**config.mk**
```make
export PLATFORM = sky130hd
export DESIGN_NAME = bop_csr
export DESIGN_NICKNAME = d
export VERILOG_FILES = /design/src/rtl/core/bop_pkg.sv /design/src/rtl/core/bop_csr.sv
export SDC_FILE = /design/constraint.sdc
export NUM_CORES = 1
export LEC_CHECK = 0
export BUFFER_PORTS_ARGS = -buffer_cell sky130_fd_sc_hd__buf_4
export CAP_MARGIN = 20
export CORE_MARGIN = 1.5
export CORE_UTILIZATION = 51
export CTS_BUF_LIST = sky130_fd_sc_hd__clkbuf_8 sky130_fd_sc_hd__clkbuf_16
export CTS_CLUSTER_DIAMETER = 120
export DETAILED_ROUTE_END_ITERATION = 10
export PLACE_DENSITY = 0.88
export SYNTH_ARGS = -nofsm -noshare
export SYNTH_HDL_FRONTEND = slang
export SYNTH_SLANG_ARGS = --single-unit
```
**constraint.sdc**
```tcl
create_clock -name clock -period 1.81 [get_ports clock]
set_input_delay 0.362 -clock clock [delete_from_list [all_inputs] [get_ports clock]]
set_output_delay 0.362 -clock clock [all_outputs]
set_load 0.1 [all_outputs]
```
**src/rtl/core/bop_pkg.sv**
```systemverilog
`default_nettype none
// ----------------------------------------------------------------------------
// bop_pkg
// Shared types, constants and helper functions of the binomial option pricer.
// ----------------------------------------------------------------------------
package bop_pkg;

   localparam int unsigned PRICE_W    = 48;
   localparam int unsigned FACT_W     = 32;
   localparam int unsigned WGT_W      = 31;
   localparam int unsigned STEPS_W    = 8;
   localparam int unsigned PART_W     = 24;
   localparam int unsigned PROD_W     = PART_W + FACT_W;
   localparam int unsigned ACC_W      = 82;
   localparam int unsigned FRAC_SHIFT = 30;
   localparam int unsigned CSR_IDX_W  = 3;
   localparam int unsigned CSR_DATA_W = 48;
   localparam int unsigned PH_W       = 4;

   localparam logic [ACC_W-1:0]   ACC_HALF  = ACC_W'(64'h2000_0000);
   localparam logic [PRICE_W-1:0] PRICE_MAX = {PRICE_W{1'b1}};

   localparam logic [STEPS_W-1:0] RST_STEPS = 8'd100;
   localparam logic [FACT_W-1:0]  RST_ONE   = 32'h4000_0000;
   localparam logic [WGT_W-1:0]   RST_HALF  = 31'h2000_0000;

   typedef enum logic [CSR_IDX_W-1:0] {
      CSR_STEPS,
      CSR_STRIKE,
      CSR_IS_CALL,
      CSR_IS_AMERICAN,
      CSR_UP_FACTOR,
      CSR_DOWN_FACTOR,
      CSR_DISC_UP_WEIGHT,
      CSR_DISC_DOWN_WEIGHT
   } csr_index_type;

   typedef enum logic [3:0] {
      ST_IDLE,
      ST_DOWN,
      ST_TERM_WR,
      ST_TERM_UP,
      ST_FOLD_RD0,
      ST_FOLD_HOLD,
      ST_NODE_RD,
      ST_NODE_LD,
      ST_NODE_MAC,
      ST_NODE_WR,
      ST_FINISH
   } state_type;

   typedef enum logic [2:0] {
      PP_P_LO,
      PP_P_HI,
      PP_U_LO,
      PP_U_HI,
      PP_D_LO,
      PP_D_HI
   } pp_sel_type;

   typedef struct packed {
      logic [STEPS_W-1:0] steps;
      logic [PRICE_W-1:0] strike;
      logic               is_call;
      logic               is_american;
      logic [FACT_W-1:0]  up_factor;
      logic [FACT_W-1:0]  down_factor;
      logic [WGT_W-1:0]   disc_up_weight;
      logic [WGT_W-1:0]   disc_down_weight;
   } cfg_type;

   typedef struct packed {
      logic       accept;
      logic       mul_en;
      pp_sel_type pp_sel;
      logic       use_down;
      logic       acc_clr;
      logic       p_load_acc;
      logic       p_load_ram;
      logic       hold_load_ram;
      logic       hold_from_up;
      logic       vup_load_ram;
      logic       v_load_acc;
      logic       rd_en;
      logic       rd_val_j1;
      logic       wr_term;
      logic       wr_node;
      logic       out_load;
   } cmd_type;

   typedef struct packed {
      logic spot_zero;
   } sts_type;

   function automatic logic [PRICE_W-1:0] payoff(input logic [PRICE_W-1:0] price,
                                                 input logic [PRICE_W-1:0] strike,
                                                 input logic               is_call);
      logic [PRICE_W-1:0] res;
      if (is_call) begin
         res = (price > strike) ? price - strike : '0;
      end else begin
         res = (strike > price) ? strike - price : '0;
      end
      return res;
   endfunction

   function automatic logic [PRICE_W-1:0] sat_round(input logic [ACC_W-1:0] acc);
      logic [PRICE_W-1:0] res;
      if (acc[ACC_W-1:FRAC_SHIFT+PRICE_W] != '0) begin
         res = PRICE_MAX;
      end else begin
         res = acc[FRAC_SHIFT+PRICE_W-1:FRAC_SHIFT];
      end
      return res;
   endfunction

endpackage
`default_nettype wire

```
**src/rtl/core/bop_csr.sv**
```systemverilog
`default_nettype none
// ----------------------------------------------------------------------------
// bop_csr
// Configuration register file with write-only access.
// ----------------------------------------------------------------------------
module bop_csr (
   input  wire logic                              clock,
   input  wire logic                              reset,
   input  wire logic                              csr_wr_en,
   input  wire logic [bop_pkg::CSR_IDX_W-1:0]     csr_index,
   input  wire logic [bop_pkg::CSR_DATA_W-1:0]    csr_wr_data,
   output bop_pkg::cfg_type                       cfg
);

   bop_pkg::cfg_type cfg_ff;
   bop_pkg::cfg_type cfg_in;

   always_comb begin
      cfg_in = cfg_ff;
      if (csr_wr_en) begin
         case (bop_pkg::csr_index_type'(csr_index))
            bop_pkg::CSR_STEPS: begin
               cfg_in.steps = csr_wr_data[bop_pkg::STEPS_W-1:0];
            end
            bop_pkg::CSR_STRIKE: begin
               cfg_in.strike = csr_wr_data[bop_pkg::PRICE_W-1:0];
            end
            bop_pkg::CSR_IS_CALL: begin
               cfg_in.is_call = csr_wr_data[0];
            end
            bop_pkg::CSR_IS_AMERICAN: begin
               cfg_in.is_american = csr_wr_data[0];
            end
            bop_pkg::CSR_UP_FACTOR: begin
               cfg_in.up_factor = csr_wr_data[bop_pkg::FACT_W-1:0];
            end
            bop_pkg::CSR_DOWN_FACTOR: begin
               cfg_in.down_factor = csr_wr_data[bop_pkg::FACT_W-1:0];
            end
            bop_pkg::CSR_DISC_UP_WEIGHT: begin
               cfg_in.disc_up_weight = csr_wr_data[bop_pkg::WGT_W-1:0];
            end
            bop_pkg::CSR_DISC_DOWN_WEIGHT: begin
               cfg_in.disc_down_weight = csr_wr_data[bop_pkg::WGT_W-1:0];
            end
            default: begin
               cfg_in = cfg_ff;
            end
         endcase
      end
   end

   always_ff @(posedge clock) begin
      if (reset) begin
         cfg_ff.steps            <= bop_pkg::RST_STEPS;
         cfg_ff.strike           <= '0;
         cfg_ff.is_call          <= 1'b0;
         cfg_ff.is_american      <= 1'b0;
         cfg_ff.up_factor        <= bop_pkg::RST_ONE;
         cfg_ff.down_factor      <= bop_pkg::RST_ONE;
         cfg_ff.disc_up_weight   <= bop_pkg::RST_HALF;
         cfg_ff.disc_down_weight <= bop_pkg::RST_HALF;
      end else begin
         cfg_ff <= cfg_in;
      end
   end

   assign cfg = cfg_ff;

endmodule
`default_nettype wire

```
==> results.md, run 1 <==
Outcome:
- The run finished with clean final reports.

Route:
- The via total after detailed routing is 5,392.
- The DRC marker count from the first detailed-route iteration is 224.
- The average wire length per cell after detail routing is 16.3 um.
- Dividing the detail-routed via count by the number of cells gives 4.99.
- The first detailed-routing pass took 4 iterations.
- In this run the remaining antenna-violating nets after routing total 0.
- In the routed design, unresolved DRC markers number 0.
- The aggregate routed wire length is 17,600 um.

Worst setup path:
- STA puts the critical path data required time at 1450 ps.
- The slowest stage of the critical path is the sky130_fd_sc_hd__dfxtp_1 cell.
- The startpoint identified for the worst register-to-register timing path is cfg[136].
- The depth of the most critical reg-to-reg path is 2.
- The count of buffer and inverter cells on the critical path is 1.
- In this run the number of cells on the critical path is 1.
- On the worst path, the slowest cell contributes a delay of 370 ps.
- Data on the critical path arrives at its endpoint at 1100 ps.
- Walking the worst path, the cells encountered are buf_4.
- STA classifies the critical path endpoint as an output pin.
- On the critical path the largest part of the delay comes from flip-flops.
- Tracing the worst setup path back leads to its startpoint at cfg[136].
- The launching element type of the critical path is a flop.
- The path type of the worst setup path is reg2out.
- The largest fanout of any net on the critical path is 2.

Finish:
- Cells with a size suffix above 1 make up 32.3% of the layout.
- The growth of design area from synthesis to finish is 35.9%.
- Registers take 3680 um^2.
- The number of fill cells is 1,022.
- The number of antenna diodes in the final layout is 0.
- In the layout the commonest cells are sky130_fd_sc_hd__buf_4, sky130_fd_sc_hd__nand2b_1, sky130_fd_sc_hd__mux2i_1, sky130_fd_sc_hd__dfxtp_1, sky130_fd_sc_hd__clkbuf_16.
- At the end of the flow the core is filled with cells to 71.4%.
- The number of flip-flops under the largest register name is 184.
- Leaving out fill and tap cells, the most frequent cell in the layout is sky130_fd_sc_hd__buf_4.
- The multi-input combinational cells in the finished layout cover a total of 3390 um^2.
- The number of nets in the layout is 942.

Logic synthesis:
- The post-synthesis instance total is 664.
- The number of distinct library cells after synthesis is 15.
- The post-synthesis compound-gate area fraction is 0%.
- The synthesized area is 7320 um^2.
- By area the synthesized netlist is led by sky130_fd_sc_hd__dfxtp_1, sky130_fd_sc_hd__mux2i_1, sky130_fd_sc_hd__nand2b_1.
- The arithmetic-cell share of the synthesized area counting full adders, half adders and majority gates is 0%.
- The synthesized netlist net count is 718.
- Each instance of the synthesized netlist takes up on average 11.0 um^2.
- The largest family of logic cells by synthesized area is multiplexers.
- Measured against the total synthesized area, the mux share comes to 25.2%.
- The cell accounting for the most synthesized area is sky130_fd_sc_hd__dfxtp_1.
- Of the total synthesized cell area, the portion taken by AND, OR, NAND and NOR gates is 20.9%.
- The synthesized netlist devotes 0% of its cell area to XOR and XNOR gates.
- The number of storage elements in the synthesis netlist is 184.
- The Yosys step of the flow raised 0 warnings.
- The part of the Yosys area used for sequential elements is 50.3%.
- After synthesis, the largest area contributor takes up 50.3% of total cell area.

Timing:
- Setup violations remaining at the end of the flow were counted as 0.
- The maximum operating frequency is 684 MHz.
- The worst setup slack after layout is 349 ps.
- The relative slew slack is 54.6%.
- The worst path uses 80.7% of the clock period.
- The max-slew violation count is 0.
- The hold violation total from the final report is 0.
- The worst hold-check slack is 207 ps.
- The aggregate negative setup slack is 0 ps.
- The clock arrives with 0 ps of skew.
- Setup repair after global routing left no endpoint under its margin.
- The pin slew with the least headroom to its limit is 682 ps.
- For the finished layout, the period the worst path requires is 1460 ps.

Placement:
- The post-placement worst setup slack is 281 ps.
- After legalization and detailed placement, the total HPWL measured 12,000 um.
- At the end of routability-driven placement, the weighted congestion stood at 0.774.
- Buffers placed on the I/O ports in this run total 237.

Floorplan:
- The number of placement rows is 43.
- The floorplan step set the die height to 123 um.
- The die outline width is 123 um.
- Once the floorplan was initialized, standard cells occupied 52.5% of the core.
- The number of top-level pins is 238.
- The area of the die is 15,100 um^2.
- The placeable core region is 13,900 um^2.

Global routing:
- The total track usage is 23.7%.
- The number of global-route vias before repair came to 5,418.
- For met3 alone, demand over resource in global routing was 8.09%.
- The number of antenna violations at the first check in global routing is 0.
- The total congestion overflow after global routing is 0.
- Entering global routing, the biggest net connects 60 pins.
- The first global-routing pass estimated 27,500 um of wire.
- Global routing consumed, on the met2 layer, 40.3% of the routing resources.
- The met1 usage is 27.9%.
- In this run the most used layer during global routing was met2.

Clocking:
- TritonCTS built the clock tree.
- The later-pin clock latency in the skew report is 410 ps.
- The tree built by TritonCTS fans out to 184 sinks.
- The clock passes through at most 2 buffers.
- After clock tree synthesis, the setup repair step added 0 buffers.
- Post-CTS repair changed the size of 0 cells.
- The number of buffers inserted by hold repair at cts is 0.
- Clock-pin slew was measured on the worst setup and hold paths at 70 ps.
- The library cell used as clock root buffer is sky130_fd_sc_hd__clkbuf_16.
- Clock tree synthesis inserted a total of 17 buffers.
- The H-tree generated during clock tree synthesis spans 4 levels.

Flow run:
- The tool flagged a number of max-cap violations equal to 0.

Power and ir drop:
- The switching component of the power is 2.56 mW.
- The power share of the sequential group is 44.3%.
- Of the total power, combinational logic draws 14.1%.
- Across the VDD grid, the largest voltage drop is 0.000607 V.
- The total power divided by cell area is 950 nW/um^2.
- The design internal power is 6.89 mW.
- In this run, the clock network consumes 41.6% of the power.
- Summed over all cells, the static leakage comes to 4.95 nW.
- The net switching fraction of the power is 27.1%.

Min path:
- The class of the tightest hold or removal check is in2reg.
- The hold path startpoint is csr_wr_data[38].
- The worst hold path was traced through 3 stages.
## cell usage after synthesis, drive strengths merged
library cell,instances
and4bb,1
buf,27
clkbuf,24
dfxtp,184
mux2i,184
nand2b,225
nand4,1
nand4b,3
nand4bb,1
nor2,12
nor4bb,1
or4b,1
## path summary, 6_finish.rpt
kind	to	slack, ps
worst max-delay path	cfg[136]	350
worst min-delay path	cfg[166]	210
worst max register to register	cfg[136]	1120
worst min register to register	cfg[67]	470
## power groups by stage
| stage | Sequential [mW] | Combinational, mW | Clock, mW |
|---|---|---|---|
| 3_5_place_dp | 4.28 | 1.33 | 0 |
| 3_3_place_gp | 4.28 | 1.32 | 0 |
| 4_1_cts | 4.19 | 1.34 | 3.99 |
| 2_1_floorplan | 4.92 | 0.345 | 0 |
| 5_1_grt | 4.20 | 1.39 | 4.15 |
| 6_report | 4.19 | 1.33 | 3.93 |
## routing by layer
metal,vias up,share of wire (%)
met5,-,0
met4,0,1.5
met3,20,7.2
li1,2636,-
met2,164,49
met1,2572,43
## kinds of logic (layout without fill, tap and decap cells)
family                 count (synthesis)  count (layout)
muxes                                184             184
DFF                                  184             184
and+or+nand+nor                      245             245
buffers and inverters                 51             288
## tightest hold or removal path: stages
cell                       delay, ps
sky130_fd_sc_hd__buf_4           110
sky130_fd_sc_hd__nand2b_1         50
sky130_fd_sc_hd__mux2i_1          60
## final cells by class
| type | instances | area share [%] |
|---|---|---|
| clock buffers | 18 | 4.42 |
| clock inverters | 14 | 1.93 |
| multi-input cells | 429 | 34.1 |
| flip-flops and latches | 184 | 37.0 |
| well taps | 180 | 2.27 |
| repair buffers | 256 | 20.2 |
## per-stage QoR
stage / area (um^2) / total power, mW / std cells
floorplan: 7320 / 5.26 / 664
global placement: 9310 / 5.60 / 1049
detailed placement: 9310 / 5.61 / 1049
CTS: 9940 / 9.52 / 1081
global route: 9940 / 9.73 / 1081
finish: 9940 / 9.45 / 1081
Power figures use the tool's default switching activity.
==> run 2: changes to the inputs <==
--- a/config.mk
+++ b/config.mk
@@ -5,14 +5,15 @@
 export SDC_FILE = /design/constraint.sdc
 export NUM_CORES = 1
 export LEC_CHECK = 0
+export ABC_AREA = 1
 export BUFFER_PORTS_ARGS = -buffer_cell sky130_fd_sc_hd__buf_4
 export CAP_MARGIN = 20
 export CORE_MARGIN = 1.5
-export CORE_UTILIZATION = 51
+export CORE_UTILIZATION = 46
 export CTS_BUF_LIST = sky130_fd_sc_hd__clkbuf_8 sky130_fd_sc_hd__clkbuf_16
 export CTS_CLUSTER_DIAMETER = 120
 export DETAILED_ROUTE_END_ITERATION = 10
-export PLACE_DENSITY = 0.88
+export PLACE_DENSITY = 0.85
 export SYNTH_ARGS = -nofsm -noshare
 export SYNTH_HDL_FRONTEND = slang
 export SYNTH_SLANG_ARGS = --single-unit
==> constraint.sdc (replaced) <==
create_clock -name clock -period 1.3 [get_ports clock]
set_input_delay 0.26 -clock clock [delete_from_list [all_inputs] [get_ports clock]]
set_output_delay 0.26 -clock clock [all_outputs]
set_load 0.1 [all_outputs]
==> run 2 against run 1 <==
Effect of this change: the flow now finishes with violations (negative setup slack); sequential power is 45% higher; via count increased by 48%; largest cell class is now non-clock buffers; clock skew did not move; core utilization rose by 8.5 points; first-iteration DRC count rose to 4.3 times the previous value; highest routed layer unchanged; global-route usage up 4.9 points.
==> results.md, run 2 <==
Finish:
- The final core utilization is 79.8% (+8.5 points).
- The number of fill cells came to 850 (-17%).
- The number of flip-flops under the largest register name is 184 (unchanged).
- The antenna diode count was 0 (unchanged).
- The number of nets in the layout is 1,325 (+41%).
- The final cell area excluding filler cells is 12,200 um^2 (+22%).
- The area used by multi-input combinational logic is 3070 um^2 (-9.7%).
- Leaving out fill and tap cells, the most frequent cells in the layout are sky130_fd_sc_hd__nor2_1, sky130_fd_sc_hd__nand2_1, sky130_fd_sc_hd__nand3_1.
- The sequential cell area came to 3810 um^2 (+3.5%).
- The share of layout cells above drive strength 1 is 32.2% (-0.054 points).
- The filler-free cell count of the finished design came to 1,495 (+38%).
- Compared with the post-synthesis result, the final layout area differs by 68.3%.
- The most common library cell in the layout ignoring fill and taps is sky130_fd_sc_hd__nor2_1.

Outcome:
- The final reports fail on negative setup slack.
- The run finished, with violations left.

Route:
- The final antenna-violating net count came to 0 (unchanged).
- The number of iterations in the first detailed-routing pass is 8 (+4).
- The total DRC errors in the routed layout is 0 (unchanged).
- The DRC marker count from the first detailed-route iteration is 967 (+330%).
- The mean number of vias per cell is 5.35 (+7.3%).
- The via total after detailed routing is 7,998 (+48%).
- The average wire length per cell after detail routing is 17.9 um (+9.8%).
- The aggregate routed wire length was 26,700 um (+52%).

Global routing:
- The number of antenna violations at the first check in global routing is 0 (unchanged).
- The total track usage came to 28.6% (+4.9 points).
- The number of global-route vias before repair is 7,140 (+32%).
- The maximum number of pins on one net before global-route repair was 49 (-18%).
- The total congestion overflow after global routing is 0 (unchanged).
- The global-route wire length before repair was 36,900 um (+34%).

Min path:
- The number of cells traversed by the worst hold path is 3 (unchanged).
- The worst hold path begins at csr_wr_data[5].
- The class of the tightest hold or removal check is in2reg.
- The worst hold path terminates at cfg[181].

Placement:
- The cell area reported after detailed placement is 9500 um^2 (+2.1%).
- The last weighted congestion value of the routability-driven placer is 0.823 (+6.2%).
- The number of cells after detailed placement is 1,463 (+39%).
- The number of buffers added on ports is 237 (unchanged).
- The detailed-placement wirelength estimate is 14,800 um (+23%).

Power and ir drop:
- The switching component of the power is 4.75 mW (+86%).
- The reported leakage power is 5.34 nW (+7.8%).
- The design internal power is 10.0 mW (+45%).
- The portion of total power attributed to combinational logic is 23.0% (+8.9 points).
- The net switching fraction of the power came to 32.2% (+5.1 points).
- The peak ir drop on the vdd network is 0.000803 V (+32%).
- The proportion of power drawn by the clock network was 35.8% (-5.8 points).
- The total power divided by cell area is 1210 nW/um^2 (+27%).
- The power share of the sequential group came to 41.2% (-3.1 points).

Floorplan:
- The die span in y is 128 um (+4.6%).
- The area of the die is 16,500 um^2 (+9.4%).
- The placeable core region is 15,300 um^2 (+9.5%).
- The initial core utilization is 47.4% (-5.1 points).
- The number of placement rows is 45 (+4.7%).
- The number of top-level pins is 238 (unchanged).
- The die outline width is 128 um (+4.6%).

Worst setup path:
- The depth of the most critical reg-to-reg path is 2 (unchanged).
- The required time of the worst setup path is 1040 ps (-410 ps).
- The critical path goes through buf_12.
- The end of the worst register-to-register path is cfg[24].
- The worst setup path is captured at an output pin.
- The launching element type of the critical path is a flop.
- Broken down by cell family, the worst path's largest delay share belongs to flip-flops.
- The slowest stage of the critical path belongs to the cell sky130_fd_sc_hd__dfxtp_1.
- The count of buffer and inverter cells on the critical path was 1 (unchanged).
- The largest fanout of any net on the critical path is 2 (unchanged).
- The longest individual stage delay on the worst path is 430 ps (+60 ps).
- The startpoint identified for the worst register-to-register timing path is cfg[24].
- The path type of the worst setup path is reg2out.
- The worst setup slack for register-to-register paths is 580 ps (-540 ps).
- The arrival time at the worst endpoint is 1070 ps (-30 ps).

Logic synthesis:
- The number of storage elements in the synthesis netlist is 184 (unchanged).
- The async set or reset register ratio after synthesis is 0% (unchanged).
- The post-synthesis instance total is 1,055 (+59%).
- The share of the synthesized area in the top cell type was 50.9% (+0.56 points).
- The synthesized area is 7240 um^2 (-1.1%).
- The count of yosys warnings during synthesis is 0 (unchanged).
- In the post-synthesis netlist, the cell with the most instances is sky130_fd_sc_hd__nor2_1.
- Of all cell types, the one taking the most synthesized area is sky130_fd_sc_hd__dfxtp_1.
- The part of the Yosys area used for sequential elements was 50.9% (+0.56 points).
- The average footprint of a synthesized cell is 6.86 um^2 (-38%).
- Among all flip-flop cells after synthesis, the most frequent one is sky130_fd_sc_hd__dfxtp_1.
- The number of distinct library cells after synthesis is 15 (unchanged).
- The number of enable flip-flop cells after synthesis is 0 (unchanged).
- The synthesized netlist net count is 1,109 (+54%).
- Ranked by total cell area, the synthesized netlist is headed by sky130_fd_sc_hd__dfxtp_1, sky130_fd_sc_hd__nor2_1, sky130_fd_sc_hd__nand2_1.
- Counting instances in the post-synthesis netlist gives the leading cell types as sky130_fd_sc_hd__nor2_1, sky130_fd_sc_hd__nand2_1, sky130_fd_sc_hd__dfxtp_1, sky130_fd_sc_hd__nand3_1, sky130_fd_sc_hd__inv_1.

Timing:
- The worst setup slack after layout is -31.8 ps (-381 ps).
- The total setup violations reported at the end of the flow came to 2 (+2).
- The relative slew slack is 74.5% (+20 points).
- The pin slew with the least headroom to its limit came to 381 ps (-300 ps).
- The final critical path takes up 102% of the cycle.
- The final critical-path required period is 1330 ps.
- The max-slew violation count is 0 (unchanged).
- The worst-case clock skew was 0 ps (unchanged).
- The hold violation total from the final report is 0 (unchanged).
- Static timing analysis puts the maximum clock frequency at 751 MHz.

Clocking:
- The later-pin clock latency in the skew report came to 420 ps (about the same).
- The number of buffers created by CTS is 17 (unchanged).
- The H-tree depth is 4 (unchanged).
- TritonCTS built the clock tree.
- The worst-case clock buffer depth is 2 (unchanged).
- The sink count of the clock tree is 184 (unchanged).
- The post-CTS clock slew at the launch and capture registers of the worst setup and hold paths is 70 ps (about the same).
- The number of buffers inserted by hold repair at cts is 0 (unchanged).
- The tree is rooted in a sky130_fd_sc_hd__clkbuf_16.
- The buffers inserted during post-CTS setup optimization is 0 (unchanged).

Flow run:
- The count of max-cap constraint violations is 0 (unchanged).
run 2: power groups by stage:
| stage | Clock [mW] | Combinational (mW) | Sequential [mW] |
|---|---|---|---|
| after floorplan | 0 | 0.713 | 7.47 |
| after global placement | 0 | 2.88 | 6.07 |
| after detailed placement | 0 | 2.90 | 6.08 |
| after CTS | 5.26 | 3.09 | 6.00 |
| after global routing | 5.58 | 3.53 | 6.09 |
| final | 5.27 | 3.39 | 6.08 |
run 2: cells by family (layout without fill, tap and decap cells):
kind of cell | after synthesis | in the layout | share of synthesized area (%)
AND/OR/NAND/NOR | 740 | 740 | 41.3
flip-flops | 184 | 184 | 50.9
buffers and inverters | 125 | 354 | 7.42
AO/OA/AOI/OAI | 6 | 6 | 0.415
run 2: how the worst max path moves through the flow:
stage,startpoint,end,cells after the start
floorplan,cfg[124],cfg[124],2
finish,cfg[24],cfg[24],1
CTS,cfg[141],cfg[141],1
global route,cfg[24],cfg[24],1
detailed placement,csr_index[1],cfg[129],7
global placement,csr_index[2],cfg[15],7
run 2: what timing repair did:
action                     in CTS  in global routing
setup endpoints to repair     184                147
gates cloned                    0                  0
resized for setup             260                317
hold endpoints to repair        0                  0
run 2: final cells by class:
class / count / area share (%)
clock buffer: 21 / 3.94
clock inverter: 11 / 0.997
inverter: 55 / 1.74
multi-input combinational: 746 / 25.2
sequential: 184 / 31.3
tap: 211 / 2.17
timing repair buffer: 267 / 34.7
run 2: through the flow:
step                      TNS, ps  total power [mW]  worst slack (ps)  hold WS (ps)
after detailed placement     -682              8.98             -56.6           465
final                       -49.8              14.7             -31.8          54.5
after CTS                       0              14.4            0.0435          41.0
after floorplan                 0              8.19              24.4           373
after global routing         -376              15.2             -45.6          58.7
after global placement          0              8.94              20.9           461
run 2: metal layers:
metal | routed length [um] | up-vias | GRT usage, %
met4 | 1050 | 0 | 13.6
met5 | 0 | - | 0
li1 | - | 3669 | -
met2 | 13800 | 494 | 47.8
met3 | 2310 | 101 | 7.23
met1 | 9510 | 3734 | 34.7
