<file path="src/rtl/core/bop_pkg.sv">
`default_nettype none
// ----------------------------------------------------------------------------
// bop_pkg
// Shared types, constants and helper functions of the binomial option pricer.
// ----------------------------------------------------------------------------
package bop_pkg;

   localparam int unsigned PRICE_W    = 48;
   localparam int unsigned FACT_W     = 32;
   localparam int unsigned WGT_W      = 31;
   localparam int unsigned STEPS_W    = 8;
   localparam int unsigned PART_W     = 24;
   localparam int unsigned PROD_W     = PART_W + FACT_W;
   localparam int unsigned ACC_W      = 82;
   localparam int unsigned FRAC_SHIFT = 30;
   localparam int unsigned CSR_IDX_W  = 3;
   localparam int unsigned CSR_DATA_W = 48;
   localparam int unsigned PH_W       = 4;

   localparam logic [ACC_W-1:0]   ACC_HALF  = ACC_W'(64'h2000_0000);
   localparam logic [PRICE_W-1:0] PRICE_MAX = {PRICE_W{1'b1}};

   localparam logic [STEPS_W-1:0] RST_STEPS = 8'd100;
   localparam logic [FACT_W-1:0]  RST_ONE   = 32'h4000_0000;
   localparam logic [WGT_W-1:0]   RST_HALF  = 31'h2000_0000;

   typedef enum logic [CSR_IDX_W-1:0] {
      CSR_STEPS,
      CSR_STRIKE,
      CSR_IS_CALL,
      CSR_IS_AMERICAN,
      CSR_UP_FACTOR,
      CSR_DOWN_FACTOR,
      CSR_DISC_UP_WEIGHT,
      CSR_DISC_DOWN_WEIGHT
   } csr_index_type;

   typedef enum logic [3:0] {
      ST_IDLE,
      ST_DOWN,
      ST_TERM_WR,
      ST_TERM_UP,
      ST_FOLD_RD0,
      ST_FOLD_HOLD,
      ST_NODE_RD,
      ST_NODE_LD,
      ST_NODE_MAC,
      ST_NODE_WR,
      ST_FINISH
   } state_type;

   typedef enum logic [2:0] {
      PP_P_LO,
      PP_P_HI,
      PP_U_LO,
      PP_U_HI,
      PP_D_LO,
      PP_D_HI
   } pp_sel_type;

   typedef struct packed {
      logic [STEPS_W-1:0] steps;
      logic [PRICE_W-1:0] strike;
      logic               is_call;
      logic               is_american;
      logic [FACT_W-1:0]  up_factor;
      logic [FACT_W-1:0]  down_factor;
      logic [WGT_W-1:0]   disc_up_weight;
      logic [WGT_W-1:0]   disc_down_weight;
   } cfg_type;

   typedef struct packed {
      logic       accept;
      logic       mul_en;
      pp_sel_type pp_sel;
      logic       use_down;
      logic       acc_clr;
      logic       p_load_acc;
      logic       p_load_ram;
      logic       hold_load_ram;
      logic       hold_from_up;
      logic       vup_load_ram;
      logic       v_load_acc;
      logic       rd_en;
      logic       rd_val_j1;
      logic       wr_term;
      logic       wr_node;
      logic       out_load;
   } cmd_type;

   typedef struct packed {
      logic spot_zero;
   } sts_type;

   function automatic logic [PRICE_W-1:0] payoff(input logic [PRICE_W-1:0] price,
                                                 input logic [PRICE_W-1:0] strike,
                                                 input logic               is_call);
      logic [PRICE_W-1:0] res;
      if (is_call) begin
         res = (price > strike) ? price - strike : '0;
      end else begin
         res = (strike > price) ? strike - price : '0;
      end
      return res;
   endfunction

   function automatic logic [PRICE_W-1:0] sat_round(input logic [ACC_W-1:0] acc);
      logic [PRICE_W-1:0] res;
      if (acc[ACC_W-1:FRAC_SHIFT+PRICE_W] != '0) begin
         res = PRICE_MAX;
      end else begin
         res = acc[FRAC_SHIFT+PRICE_W-1:FRAC_SHIFT];
      end
      return res;
   endfunction

endpackage
`default_nettype wire

</file>
<file path="src/rtl/core/bop_ctrl.sv">
`default_nettype none
// ----------------------------------------------------------------------------
// bop_ctrl
// Sequencer for terminal line set-up, backward fold and result hand-off.
// ----------------------------------------------------------------------------
module bop_ctrl #(
   parameter int unsigned MAX_STEPS = 128
) (
   input  wire logic                                  clock,
   input  wire logic                                  reset,
   input  wire logic [bop_pkg::STEPS_W-1:0]           steps,
   input  wire bop_pkg::sts_type                      sts,
   input  wire logic                                  req_valid,
   output logic                                       req_ready,
   output logic                                       rsp_valid,
   input  wire logic                                  rsp_ready,
   output bop_pkg::cmd_type                           cmd,
   output logic      [$clog2(MAX_STEPS+1)-1:0]        j_idx
);

   localparam int unsigned CW = $clog2(MAX_STEPS + 1);
   localparam int unsigned SW = (CW > bop_pkg::STEPS_W) ? CW : bop_pkg::STEPS_W;

   bop_pkg::state_type         state_ff, state_in;
   logic [bop_pkg::PH_W-1:0]   ph_ff, ph_in;
   logic [CW-1:0]              n_ff, n_in;
   logic [CW-1:0]              cnt_ff, cnt_in;
   logic [CW-1:0]              i_ff, i_in;
   logic [CW-1:0]              j_ff, j_in;
   logic                       out_vld_ff, out_vld_in;
   logic [SW-1:0]              steps_ext;
   logic [CW-1:0]              n_clamp;

   assign steps_ext = SW'(steps);
   assign n_clamp   = (steps_ext == '0) ? CW'(1) :
                      (steps_ext > SW'(MAX_STEPS)) ? CW'(MAX_STEPS) : CW'(steps_ext);

   always_comb begin
      state_in  = state_ff;
      ph_in     = ph_ff;
      n_in      = n_ff;
      cnt_in    = cnt_ff;
      i_in      = i_ff;
      j_in      = j_ff;
      cmd       = '0;
      req_ready = 1'b0;
      case (state_ff)
         bop_pkg::ST_IDLE: begin
            req_ready = 1'b1;
            if (req_valid) begin
               cmd.accept = 1'b1;
               n_in       = n_clamp;
               cnt_in     = n_clamp;
               j_in       = '0;
               ph_in      = '0;
               state_in   = sts.spot_zero ? bop_pkg::ST_FINISH : bop_pkg::ST_DOWN;
            end
         end
         bop_pkg::ST_DOWN: begin
            cmd.use_down = 1'b1;
            ph_in        = ph_ff + 1'b1;
            case (ph_ff)
               4'd0: begin
                  cmd.acc_clr = 1'b1;
                  cmd.mul_en  = 1'b1;
                  cmd.pp_sel  = bop_pkg::PP_P_LO;
               end
               4'd1: begin
                  cmd.mul_en = 1'b1;
                  cmd.pp_sel = bop_pkg::PP_P_HI;
               end
               4'd3: begin
                  cmd.p_load_acc = 1'b1;
                  cnt_in         = cnt_ff - 1'b1;
                  ph_in          = '0;
                  if (cnt_ff == CW'(1)) begin
                     state_in = bop_pkg::ST_TERM_WR;
                  end
               end
               default: begin
                  cmd.mul_en = 1'b0;
               end
            endcase
         end
         bop_pkg::ST_TERM_WR: begin
            cmd.wr_term = 1'b1;
            ph_in       = '0;
            if (j_ff == n_ff) begin
               i_in     = n_ff - 1'b1;
               state_in = bop_pkg::ST_FOLD_RD0;
            end else begin
               j_in     = j_ff + 1'b1;
               state_in = bop_pkg::ST_TERM_UP;
            end
         end
         bop_pkg::ST_TERM_UP: begin
            ph_in = ph_ff + 1'b1;
            case (ph_ff)
               4'd0, 4'd4: begin
                  cmd.acc_clr = 1'b1;
                  cmd.mul_en  = 1'b1;
                  cmd.pp_sel  = bop_pkg::PP_P_LO;
               end
               4'd1, 4'd5: begin
                  cmd.mul_en = 1'b1;
                  cmd.pp_sel = bop_pkg::PP_P_HI;
               end
               4'd3: begin
                  cmd.p_load_acc = 1'b1;
               end
               4'd7: begin
                  cmd.p_load_acc = 1'b1;
                  ph_in          = '0;
                  state_in       = bop_pkg::ST_TERM_WR;
               end
               default: begin
                  cmd.mul_en = 1'b0;
               end
            endcase
         end
         bop_pkg::ST_FOLD_RD0: begin
            cmd.rd_en = 1'b1;
            j_in      = '0;
            state_in  = bop_pkg::ST_FOLD_HOLD;
         end
         bop_pkg::ST_FOLD_HOLD: begin
            cmd.hold_load_ram = 1'b1;
            state_in          = bop_pkg::ST_NODE_RD;
         end
         bop_pkg::ST_NODE_RD: begin
            cmd.rd_en     = 1'b1;
            cmd.rd_val_j1 = 1'b1;
            state_in      = bop_pkg::ST_NODE_LD;
         end
         bop_pkg::ST_NODE_LD: begin
            cmd.vup_load_ram = 1'b1;
            cmd.p_load_ram   = 1'b1;
            ph_in            = '0;
            state_in         = bop_pkg::ST_NODE_MAC;
         end
         bop_pkg::ST_NODE_MAC: begin
            ph_in = ph_ff + 1'b1;
            case (ph_ff)
               4'd0: begin
                  cmd.acc_clr = 1'b1;
                  cmd.mul_en  = 1'b1;
                  cmd.pp_sel  = bop_pkg::PP_U_LO;
               end
               4'd1: begin
                  cmd.mul_en = 1'b1;
                  cmd.pp_sel = bop_pkg::PP_U_HI;
               end
               4'd2: begin
                  cmd.mul_en = 1'b1;
                  cmd.pp_sel = bop_pkg::PP_D_LO;
               end
               4'd3: begin
                  cmd.mul_en = 1'b1;
                  cmd.pp_sel = bop_pkg::PP_D_HI;
               end
               4'd5: begin
                  cmd.v_load_acc = 1'b1;
                  cmd.acc_clr    = 1'b1;
                  cmd.mul_en     = 1'b1;
                  cmd.pp_sel     = bop_pkg::PP_P_LO;
               end
               4'd6: begin
                  cmd.mul_en = 1'b1;
                  cmd.pp_sel = bop_pkg::PP_P_HI;
               end
               4'd8: begin
                  cmd.p_load_acc = 1'b1;
                  ph_in          = '0;
                  state_in       = bop_pkg::ST_NODE_WR;
               end
               default: begin
                  cmd.mul_en = 1'b0;
               end
            endcase
         end
         bop_pkg::ST_NODE_WR: begin
            cmd.wr_node      = 1'b1;
            cmd.hold_from_up = 1'b1;
            if (j_ff == i_ff) begin
               if (i_ff == '0) begin
                  state_in = bop_pkg::ST_FINISH;
               end else begin
                  i_in     = i_ff - 1'b1;
                  state_in = bop_pkg::ST_FOLD_RD0;
               end
            end else begin
               j_in     = j_ff + 1'b1;
               state_in = bop_pkg::ST_NODE_RD;
            end
         end
         bop_pkg::ST_FINISH: begin
            if (!out_vld_ff || rsp_ready) begin
               cmd.out_load = 1'b1;
               state_in     = bop_pkg::ST_IDLE;
            end
         end
         default: begin
            state_in = bop_pkg::ST_IDLE;
         end
      endcase
   end

   assign out_vld_in = cmd.out_load ? 1'b1 : (rsp_ready ? 1'b0 : out_vld_ff);

   always_ff @(posedge clock) begin
      if (reset) begin
         state_ff   <= bop_pkg::ST_IDLE;
         ph_ff      <= '0;
         n_ff       <= '0;
         cnt_ff     <= '0;
         i_ff       <= '0;
         j_ff       <= '0;
         out_vld_ff <= 1'b0;
      end else begin
         state_ff   <= state_in;
         ph_ff      <= ph_in;
         n_ff       <= n_in;
         cnt_ff     <= cnt_in;
         i_ff       <= i_in;
         j_ff       <= j_in;
         out_vld_ff <= out_vld_in;
      end
   end

   assign rsp_valid = out_vld_ff;
   assign j_idx     = j_ff;

   a_node_in_level: assert property (@(posedge clock) disable iff (reset)
      (state_ff == bop_pkg::ST_NODE_RD) |-> (j_ff <= i_ff))
      else $error("node index beyond level");

   a_down_count: assert property (@(posedge clock) disable iff (reset)
      (state_ff == bop_pkg::ST_DOWN) |-> (cnt_ff != '0))
      else $error("down count exhausted in down phase");

   a_out_free: assert property (@(posedge clock) disable iff (reset)
      cmd.out_load |-> (!out_vld_ff || rsp_ready))
      else $error("result overwritten before taken");

   a_term_bound: assert property (@(posedge clock) disable iff (reset)
      (state_ff == bop_pkg::ST_TERM_WR) |-> (j_ff <= n_ff))
      else $error("terminal index beyond step count");

endmodule
`default_nettype wire

</file>
<file path="config.mk">
export PLATFORM = sky130hd
export DESIGN_NAME = bop_ctrl
export DESIGN_NICKNAME = d
export VERILOG_FILES = /design/src/rtl/core/bop_pkg.sv /design/src/rtl/core/bop_ctrl.sv
export SDC_FILE = /design/constraint.sdc
export NUM_CORES = 1
export LEC_CHECK = 0
export ABC_AREA = 1
export BUFFER_PORTS_ARGS = -buffer_cell sky130_fd_sc_hd__buf_2
export CAP_MARGIN = 10
export CORE_MARGIN = 5
export CORE_UTILIZATION = 53
export DETAILED_ROUTE_END_ITERATION = 6
export GPL_TIMING_DRIVEN = 0
export HOLD_SLACK_MARGIN = 0.06
export PLACE_DENSITY_LB_ADDON = 0.25
export SYNTH_ARGS = -nofsm -noshare
export SYNTH_HDL_FRONTEND = slang
export SYNTH_SLANG_ARGS = --single-unit
</file>
<file path="constraint.sdc">
create_clock -name clock -period 1.71 [get_ports clock]
set_input_delay 0 -clock clock [delete_from_list [all_inputs] [get_ports clock]]
set_output_delay 0 -clock clock [all_outputs]
set_load 0.01 [all_outputs]
</file>
==> key figures, run 1 <==
Worst setup path
  – FF-to-FF End: i_ff[2]$_SDFFE_PP0P_
  – Critical Path Fanout Max: 5
  – Critical Path Source: state_ff[3]$_SDFFE_PP0P_
  – Crit path required time: 1.95 ns
  – R2R Setup Slk: ~0.012 ns
  – Setup Crit Path Kind: reg2reg
  – Reg2reg start: state_ff[3]$_SDFFE_PP0P_
  – Element type at the critical path end: register
  – CP Launch Type: register
  – Critical path arrival: 1.94 ns
  – R2R cell count: 11

Clocking
  – CTS buffer count: 5
  – Clk buf depth: 2
  – Clk slew on worst S/H paths: 0.09 ns
  – Clock Root Buffer: clkbuf_8
  – CTS tree: yes
  – Sinks on Clock Net: 41
  – Latest clock arrival within the worst-skew pair: ~0.3 ns
  – H-tree levels: 2

Final layout
  – Final net count: 604
  – Fillcell total: 541
  – Area growth syn-to-layout: 25.28%
  – Design area: 0.004018 mm^2
  – Antenna Cells: 0
  – Area of the multi-input gates: ~0.0022 mm^2
  – Post-Route Utilization: 0.6826
  – Reg area: 844.6 um^2
  – Share of cells above drive strength 1: 0.2740

GRT
  – First-pass GRT wire length: 14.50 mm
  – Initial antenna violation count: 0
  – Total grt overflow: 0
  – Largest net degree at the start of global routing: 13
  – Gr usage total: 0.2341
  – Vias in the first global route: ~3200

Die
  – Io pins: 41
  – Row Count: 28
  – Die height: between 80 and 90 um
  – Initial Utilization: 0.5449
  – Die area: 0.007706 mm^2
  – Core Footprint: 0.005886 mm^2
  – Die width: 87.79 um

Worst hold path
  – Hold path depth: 4
  – Hold endpoint: n_ff[5]$_SDFFE_PP0P_
  – Start point of the worst min-delay path: req_valid
  – Worst min path class: in2reg

Detailed routing
  – Total number of vias: 3572
  – WL per Instance: 13.83 um
  – Drt first pass iters: 6
  – Detailed Route WL: ~9.1 mm
  – Residual DRC: 0
  – Vias per std cell: 5.420
  – Antenna Nets Post-Route: 0
  – DRT iter0 DRCs: 249

Synth
  – Synthesized area per cell: 6.179 um^2
  – Syn_nets: 540
  – Number of flops mapped to enable cells by yosys: 0
  – Ys Warns: 0
  – Synth cell types: 40
  – Yosys reg bits: 41
  – Most common cell in the netlist: nand2_1
  – Syn Inst Count: 519
  – Most frequent cells after synthesis: nand2_1, inv_1, nor2_1, dfxtp_1, a21oi_1
  – Post-synth ARST share: 0
  – Post-synth top area share: 0.2560
  – Synth top area cells: dfxtp_1, nand2_1, inv_1, nor2_1, a21oi_1
  – Mapped Area: 0.003207 mm^2
  – Top FF cell, synth: dfxtp_1
  – Sequential area share after synthesis: 0.2560
  – Post-synth top area cell: dfxtp_1

Timing
  – Slew headroom: 0.6003
  – Unrepaired setup endpoints after global routing: true
  – Max Slew Vio Count: 0
  – Hold Worst Slack: between 0.1 and 0.15 ns
  – Final hold vios: 0
  – Final setup fails: 0
  – Worst slew pin tran: 0.5995 ns
  – Clk_skew: 0.01009 ns
  – Setup TNS: 0 ns
  – Final min period: 1.698 ns
  – Achievable Freq: 589.0 MHz
  – Final worst path period share: 0.9929

Power and ir drop
  – LEAKAGE: approximately 0.0020 uW
  – Peak VDD IR: a little under 900 uV
  – Pwr Total: roughly 7000 uW
  – Power density over cell area: about 1800 mW/mm^2

Placed design
  – PortBufs: 40
  – GPL Wtd Cong: 0.9165
  – DP Area: roughly 0.0035 mm^2
  – Dpl hpwl: 6.467 mm

Status
  – Status: complete, no violations

Flow run
  – Max Cap Violations: 0
[per-stage QoR]
step | worst slack [ns] | instances
after CTS | 0.004746 | 650
final | 0.01213 | 659
after detailed placement | -0.1983 | 634
after floorplan | 0.01276 | 519
after global routing | -0.08672 | 659
after global placement | -0.1513 | 634
[state kept, by name (all words and copies together), names as in the netlist]
name,count
state_ff,4
n_ff,8
i_ff,8
cnt_ff,8
ph_ff,4
rsp_valid,1
j_idx,8
[power by group]
group / total, uW / switching (uW) / internal (uW)
registers: 1570 / 312 / 1260
clock network: 840 / 363 / 477
logic: 4640 / 2950 / 1690
[cell usage in the layout (no fill, tap or decap), types with 10 or more instances in the layout]
master,Yosys,routed
o21ai_0,15,14
xnor2_1,12,10
nand2_2,16,17
nand3_1,25,22
inv_1,63,56
dfxtp_1,41,30
inv_2,8,14
nor2_1,61,54
nand4_1,18,18
nand2_1,144,137
buf_2,4,40
a21oi_1,38,38
buf_4,4,15
[how the worst max path moves through the flow]
stage / end / slack, ns / cells past startpoint
2_1_floorplan: i_ff[2]$_SDFFE_PP0P_ / 0.01 / 11
3_3_place_gp: i_ff[4]$_SDFFE_PP0P_ / -0.15 / 11
3_5_place_dp: i_ff[4]$_SDFFE_PP0P_ / -0.20 / 11
4_1_cts: j_idx[6]$_SDFFE_PP0P_ / 0.005 / 9
5_1_grt: i_ff[3]$_SDFFE_PP0P_ / -0.09 / 12
6_report: i_ff[2]$_SDFFE_PP0P_ / 0.01 / 11
[cell families after synthesis]
kind of cell / share of synthesized area
AND/OR/NAND/NOR: 0.4280
buffers and inverters: 0.1104
AO/OA/AOI/OAI: 0.1334
flip-flops: 0.2560
XOR/XNOR: 0.04097
adder cells (fa/ha/maj): 0.03121
[critical path, stage by stage, from the launching register on]
cell     delay [ns]
dfxtp_4        0.38
inv_2          0.07
nor2_4         0.20
nand2_4        0.10
buf_8          0.15
nand2_2        0.07
nand2_4        0.08
ha_4           0.18
or2_0          0.21
nand2_1        0.06
nor2_1         0.04
nor2_1         0.08
[cell type report]
cell class	count	share of cell area
inverter	71	0.06696
multi-input combinational	393	0.5519
clock buffer	7	0.02149
clock inverter	1	0.007474
timing repair buffer	58	0.09343
buffer	13	0.02523
tap	75	0.02336
sequential	41	0.2102
[what timing repair did]
action                                 CTS  global route
gates cloned                             0             1
resized for setup                       23            53
pin swaps                                2             9
setup buffers                            3             8
setup endpoints to repair               29            34
endpoints found under the hold margin    6             0
hold buffers                             6             0
[metal layers]
layer,GRT usage,wire length [um]
met5,0,0
met4,0.07671,190
met3,0.03575,644
met2,0.4007,4308
met1,0.3005,3968
(Power assumes the default switching activity.)
==> run 2, diff against run 1 <==
--- a/config.mk
+++ b/config.mk
@@ -9,7 +9,7 @@
 export BUFFER_PORTS_ARGS = -buffer_cell sky130_fd_sc_hd__buf_2
 export CAP_MARGIN = 10
 export CORE_MARGIN = 5
-export CORE_UTILIZATION = 53
+export CORE_UTILIZATION = 30
 export DETAILED_ROUTE_END_ITERATION = 6
 export GPL_TIMING_DRIVEN = 0
 export HOLD_SLACK_MARGIN = 0.06
==> run 2 against run 1 <==
Compared with the run above:
- die area grew 67%
- clock-buffer cell count is 2 lower
- sequential share of layout area down 0.21 points
- core utilization decreased by 29 points
- critical path type unchanged
- highest routed layer unchanged
==> key figures, run 2 (synthesis results as in run 1) <==
Status
  – Status: complete, no violations

Placed design
  – Placed cells: 695 (+9.6%)
  – GPL Wtd Cong: 0.9190 (+0.27%)
  – PortBufs: 40 (unchanged)
  – DP Area: 0.003577 mm^2 (+2.2%)
  – Dpl hpwl: 7.243 mm (+12%)

Timing
  – Worst slew pin tran: 0.7022 ns (+0.1026 ns)
  – Slew headroom: 0.5319 (-0.06842)
  – Unrepaired setup endpoints after global routing: true
  – Final hold vios: 0 (unchanged)
  – Max Slew Vio Count: 0 (unchanged)
  – Clk_skew: 0.008290 ns (-0.001799 ns)
  – Setup TNS: 0 ns (unchanged)
  – Final worst path period share: 0.9483 (-0.04458)
  – Achievable Freq: 616.7 MHz (+4.7%)
  – Final setup fails: 0 (unchanged)
  – Final min period: 1.622 ns (-0.07623 ns)
  – Hold Worst Slack: 0.07191 ns (-0.04380 ns)

Detailed routing
  – Vias per std cell: 4.840 (-11%)
  – DRT iter0 DRCs: 246 (-1.2%)
  – Total number of vias: 3485 (-2.4%)
  – Antenna Nets Post-Route: 0 (unchanged)
  – Drt first pass iters: 5 (-1)
  – Detailed Route WL: 9.609 mm (+5.4%)
  – Residual DRC: 0 (unchanged)
  – WL per Instance: 13.35 um (-3.5%)

Clocking
  – Clk slew on worst S/H paths: 0.09 ns (about the same)
  – CTS buffer count: 5 (unchanged)
  – CTS tree: yes
  – Clk buf depth: 2 (unchanged)
  – Latest clock arrival within the worst-skew pair: 0.30 ns (about the same)
  – Sinks on Clock Net: 41 (unchanged)
  – H-tree levels: 2 (unchanged)
  – Clock Root Buffer: clkbuf_8

Final layout
  – Commonest non-fill, non-tap cell in the layout: nand2_1
  – Share of cells above drive strength 1: 0.2791 (+0.005137)
  – Finished Layout Cells: 720 (+9.3%)
  – Most frequent cells in the layout: nand2_1, inv_1, nor2_1, buf_2, a21oi_1
  – Fillcell total: 1126 (+110%)
  – Design area: 0.004100 mm^2 (+2.1%)
  – Reg area: 853.3 um^2 (+1.0%)
  – Area of the multi-input gates: 0.002220 mm^2 (+0.11%)
  – Area growth syn-to-layout: 27.86%
  – Final net count: 604 (unchanged)
  – Antenna Cells: 0 (unchanged)

Worst setup path
  – R2R cell count: 11 (unchanged)
  – Element type at the critical path end: register
  – CP Launch Type: register
  – Worst path cell trace: inv_2 > nor2_4 > nand2_2 > buf_8 > nand2_2 > nand2_4 > ha_4 > or2_0 > nand2_1 > nor2_1 > nor2_1
  – Setup Crit Path Kind: reg2reg
  – Crit path required time: 1.95 ns (about the same)
  – Critical path arrival: 1.87 ns (-0.07 ns)
  – Critical Path Slowest Stage Cell: dfxtp_4
  – Crit-path max cell delay: 0.42 ns (+0.04 ns)
  – Critical Path Fanout Max: 10 (+5)

GRT
  – Largest net degree at the start of global routing: 15 (+2)
  – Gr usage total: 0.1494 (-0.08470)
  – Total grt overflow: 0 (unchanged)
  – First-pass GRT wire length: 15.96 mm (+10%)
  – Initial antenna violation count: 0 (unchanged)
  – Vias in the first global route: 3228 (+1.0%)

Die
  – Die area: 0.01286 mm^2 (+67%)
  – Core Footprint: 0.01037 mm^2 (+76%)
  – Die width: 113.4 um (+29%)
  – Die height: 113.4 um (+29%)
  – Io pins: 41 (unchanged)
  – Initial Utilization: 0.3092 (-0.2356)
  – Row Count: 37 (+32%)

Worst hold path
  – Worst min path class: in2reg
  – Hold path depth: 3 (-1)

Power and ir drop
  – Peak VDD IR: 638.3 uV (-27%)
  – Power density over cell area: 1750 mW/mm^2 (-0.23%)
  – LEAKAGE: 0.001980 uW (-0.30%)
  – Pwr Total: 7174 uW (+1.8%)

Flow run
  – Max Cap Violations: 0 (unchanged)
==> run 2: cell count changes in the layout (fill, tap and decap cells not counted), moves of 2 or more <==
cell           previous run  this run
nor3_4                    3         1
dfxtp_2                   7         5
nor2_1                   54        52
buf_4                    15        19
dlygate4sd3_1             6         4
nand2_4                   9         7
dfxtp_4                   4         7
==> run 2: cell type report <==
type	instances	area share
well taps	136	0.04150
multi-input cells	393	0.5413
clock inverters	3	0.01678
clock buffers	5	0.01678
flip-flops and latches	41	0.2081
repair buffers	58	0.08361
inverters	71	0.06622
plain buffers	13	0.02563
==> run 2: critical path, delay by kind of cell, from the launching register on <==
kind / cells / cell delay (ns)
simple gates: 8 / 0.76
flops: 1 / 0.42
buf+inv: 2 / 0.22
fa+ha+maj: 1 / 0.17
==> run 2: final timing paths <==
check,slack [ns],to,from
setup / recovery,0.09,i_ff[2]$_SDFFE_PP0P_,state_ff[0]$_SDFFE_PP0P_
hold / removal,0.07,n_ff[2]$_SDFFE_PP0P_,steps[2]
setup reg to reg,0.09,i_ff[2]$_SDFFE_PP0P_,state_ff[0]$_SDFFE_PP0P_
hold reg to reg,0.49,cnt_ff[5]$_SDFFE_PP0P_,cnt_ff[5]$_SDFFE_PP0P_
==> run 2: report_power, final <==
part	internal, uW	total (uW)	switching [uW]
clock network	589	984	396
logic	1680	4610	2940
registers	1260	1580	317
total	3520	7170	3650
==> run 2: through the flow <==
| step | setup WS [ns] | util |
|---|---|---|
| floorplan | 0.01276 | - |
| global placement | -0.1959 | 0.3450 |
| detailed placement | -0.1885 | 0.3450 |
| CTS | -0.007358 | 0.3742 |
| global route | -0.08044 | 0.3954 |
| finish | 0.08836 | 0.3954 |
==> run 2: what timing repair did <==
action / 4_1_cts / 5_1_grt
hold endpoints to repair: 6 / 0
hold buffers: 4 / 0
buffers inserted: 6 / 7
pin swaps: 3 / 8
resized for setup: 25 / 53
gates cloned: 0 / 1
setup endpoints to repair: 30 / 38
==> run 2: layer usage <==
layer,GRT usage,vias up,wire [um]
met5,0,-,0
met2,0.2464,91,4511
li1,-,1792,-
met3,0.02122,6,400
met1,0.2036,1596,4594
met4,0.04247,0,102
==> run 3, diff against run 2 <==
--- a/config.mk
+++ b/config.mk
@@ -8,6 +8,8 @@
 export ABC_AREA = 1
 export BUFFER_PORTS_ARGS = -buffer_cell sky130_fd_sc_hd__buf_2
 export CAP_MARGIN = 10
+export CELL_PAD_IN_SITES_DETAIL_PLACEMENT = 0
+export CELL_PAD_IN_SITES_GLOBAL_PLACEMENT = 1
 export CORE_MARGIN = 5
 export CORE_UTILIZATION = 30
 export DETAILED_ROUTE_END_ITERATION = 6
==> run 3 against run 2 <==
Compared with the run above:
- worst setup slack got worse by 0.051 ns
- global-route usage rose by 0.63 points
- critical path depth is 1 lower
- sequential share of layout area shrank 1.4 points
- largest cell class unchanged
==> key figures, run 3 (synthesis results as in run 1) <==
Status
  – Status: complete, no violations

Die
  – Initial Utilization: 0.3092 (unchanged)
  – Row Count: 37 (unchanged)
  – Die height: 113.4 um (unchanged)
  – Core Footprint: 0.01037 mm^2 (unchanged)
  – Io pins: 41 (unchanged)
  – Die area: 0.01286 mm^2 (unchanged)
  – Die width: 113.4 um (unchanged)

Worst setup path
  – Crit path required time: 1.91 ns (-0.04 ns)
  – Critical path arrival: 1.87 ns (about the same)
  – Setup Crit Path Kind: reg2reg
  – Critical Path Fanout Max: 6 (-4)
  – CP Launch Type: register
  – R2R cell count: 10 (-1)
  – Element type at the critical path end: register

Power and ir drop
  – Pwr Total: 7682 uW (+7.1%)
  – LEAKAGE: 0.002114 uW (+6.8%)
  – Peak VDD IR: 462.9 uV (-27%)
  – Power density over cell area: 1733 mW/mm^2 (-0.93%)

Final layout
  – Antenna Cells: 0 (unchanged)
  – Finished Layout Cells: 734 (+1.9%)
  – Area growth syn-to-layout: 38.20%
  – Commonest non-fill, non-tap cell in the layout: nand2_1
  – Fillcell total: 1129 (+0.27%)
  – Share of cells above drive strength 1: 0.3311 (+0.05199)
  – Post-Route Utilization: 0.4274 (+0.03197)
  – Final net count: 618 (+2.3%)
  – Most frequent cells in the layout: nand2_1, inv_1, nor2_1, buf_2, a21oi_1

Detailed routing
  – Antenna Nets Post-Route: 0 (unchanged)
  – Vias per std cell: 4.785 (-1.1%)
  – Total number of vias: 3512 (+0.77%)
  – DRT iter0 DRCs: 131 (-47%)
  – WL per Instance: 14.14 um (+5.9%)
  – Residual DRC: 0 (unchanged)
  – Drt first pass iters: 4 (-1)
  – Detailed Route WL: 10.38 mm (+8.0%)

Clocking
  – CTS tree: yes
  – CTS buffer count: 5 (unchanged)
  – Latest clock arrival within the worst-skew pair: 0.30 ns (about the same)
  – Clk buf depth: 2 (unchanged)
  – Sinks on Clock Net: 41 (unchanged)
  – H-tree levels: 2 (unchanged)
  – Clock Root Buffer: clkbuf_8
  – Clk slew on worst S/H paths: 0.09 ns (about the same)

Placed design
  – GPL Wtd Cong: 0.8455 (-8.0%)
  – Placed cells: 695 (unchanged)
  – Dpl hpwl: 7.534 mm (+4.0%)
  – PortBufs: 40 (unchanged)

Timing
  – Clk_skew: 0.005721 ns (-0.002569 ns)
  – Achievable Freq: 597.8 MHz (-3.1%)
  – Max Slew Vio Count: 0 (unchanged)
  – Final hold vios: 0 (unchanged)
  – Final min period: 1.673 ns (+0.05118 ns)
  – Final setup fails: 0 (unchanged)
  – Worst slew pin tran: 0.7245 ns (+0.02230 ns)
  – Unrepaired setup endpoints after global routing: true
  – Slew headroom: 0.5170 (-0.01487)
  – Final worst path period share: 0.9783 (+0.02993)

GRT
  – Largest net degree at the start of global routing: 15 (unchanged)
  – Gr usage total: 0.1557 (+0.006257)
  – Vias in the first global route: 3247 (+0.59%)
  – First-pass GRT wire length: 16.40 mm (+2.8%)
  – Total grt overflow: 0 (unchanged)
  – Initial antenna violation count: 0 (unchanged)

Flow run
  – Max Cap Violations: 0 (unchanged)

Worst hold path
  – Hold path depth: 3 (unchanged)
  – Worst min path class: in2reg
run 3: final cells by class:
cell class | instances | area (um^2) | share of cell area
clock inverter | 3 | 46.29 | 0.01045
multi-input combinational | 393 | 2369 | 0.5344
inverter | 71 | 279.0 | 0.06296
tap | 136 | 170.2 | 0.03840
buffer | 12 | 105.1 | 0.02372
clock buffer | 5 | 68.82 | 0.01553
sequential | 41 | 859.6 | 0.1940
timing repair buffer | 73 | 534.3 | 0.1206
run 3: path summary, 6_finish.rpt:
kind	startpoint	endpoint	slack [ns]
max reg2reg	j_idx[5]$_SDFFE_PP0P_	i_ff[4]$_SDFFE_PP0P_	0.04
min	steps[7]	n_ff[7]$_SDFFE_PP0P_	0.07
min reg2reg	cnt_ff[5]$_SDFFE_PP0P_	cnt_ff[5]$_SDFFE_PP0P_	0.50
max	j_idx[5]$_SDFFE_PP0P_	i_ff[4]$_SDFFE_PP0P_	0.04
run 3: routing by layer:
layer,up-vias,GRT usage,wire length [um],part of all wire
li1,1816,-,-,-
met1,1625,0.2172,5092,0.49
met2,65,0.2536,4845,0.47
met3,6,0.02175,355,0.034
met4,0,0.03926,82,0.0079
met5,-,0,0,0
run 3: timing repair:
action	in CTS	in global routing
setup endpoints to repair	34	36
resized for setup	38	89
gates cloned	0	2
endpoints found under the hold margin	5	0
hold buffers	5	0
setup buffers	4	22
pin swaps	1	39
run 3: through the flow:
step	hold slack (ns)	cell area, um^2	setup TNS (ns)	worst slack [ns]
floorplan	0.07847	3207	0	0.01276
global placement	0.3030	3577	-3.099	-0.2196
detailed placement	0.3049	3577	-3.122	-0.2639
CTS	0.07371	3902	-0.03356	-0.03356
global route	0.09780	4432	-0.5888	-0.06899
finish	0.07216	4432	0	0.03718
run 3: worst max-delay path, stage by stage, from the launching register on:
cell	delay [ns]
dfxtp_2	0.33
buf_6	0.13
xnor2_1	0.17
nand2_1	0.11
nor2_4	0.15
nand2_2	0.09
nand2_4	0.09
nand3_4	0.13
clkbuf_16	0.20
nor2_1	0.10
nor2_1	0.05
run 3: power breakdown:
part           switching [uW]  internal [uW]
logic                    3210           2040
clock network             397            438
registers                 340           1260
total                    3940           3740
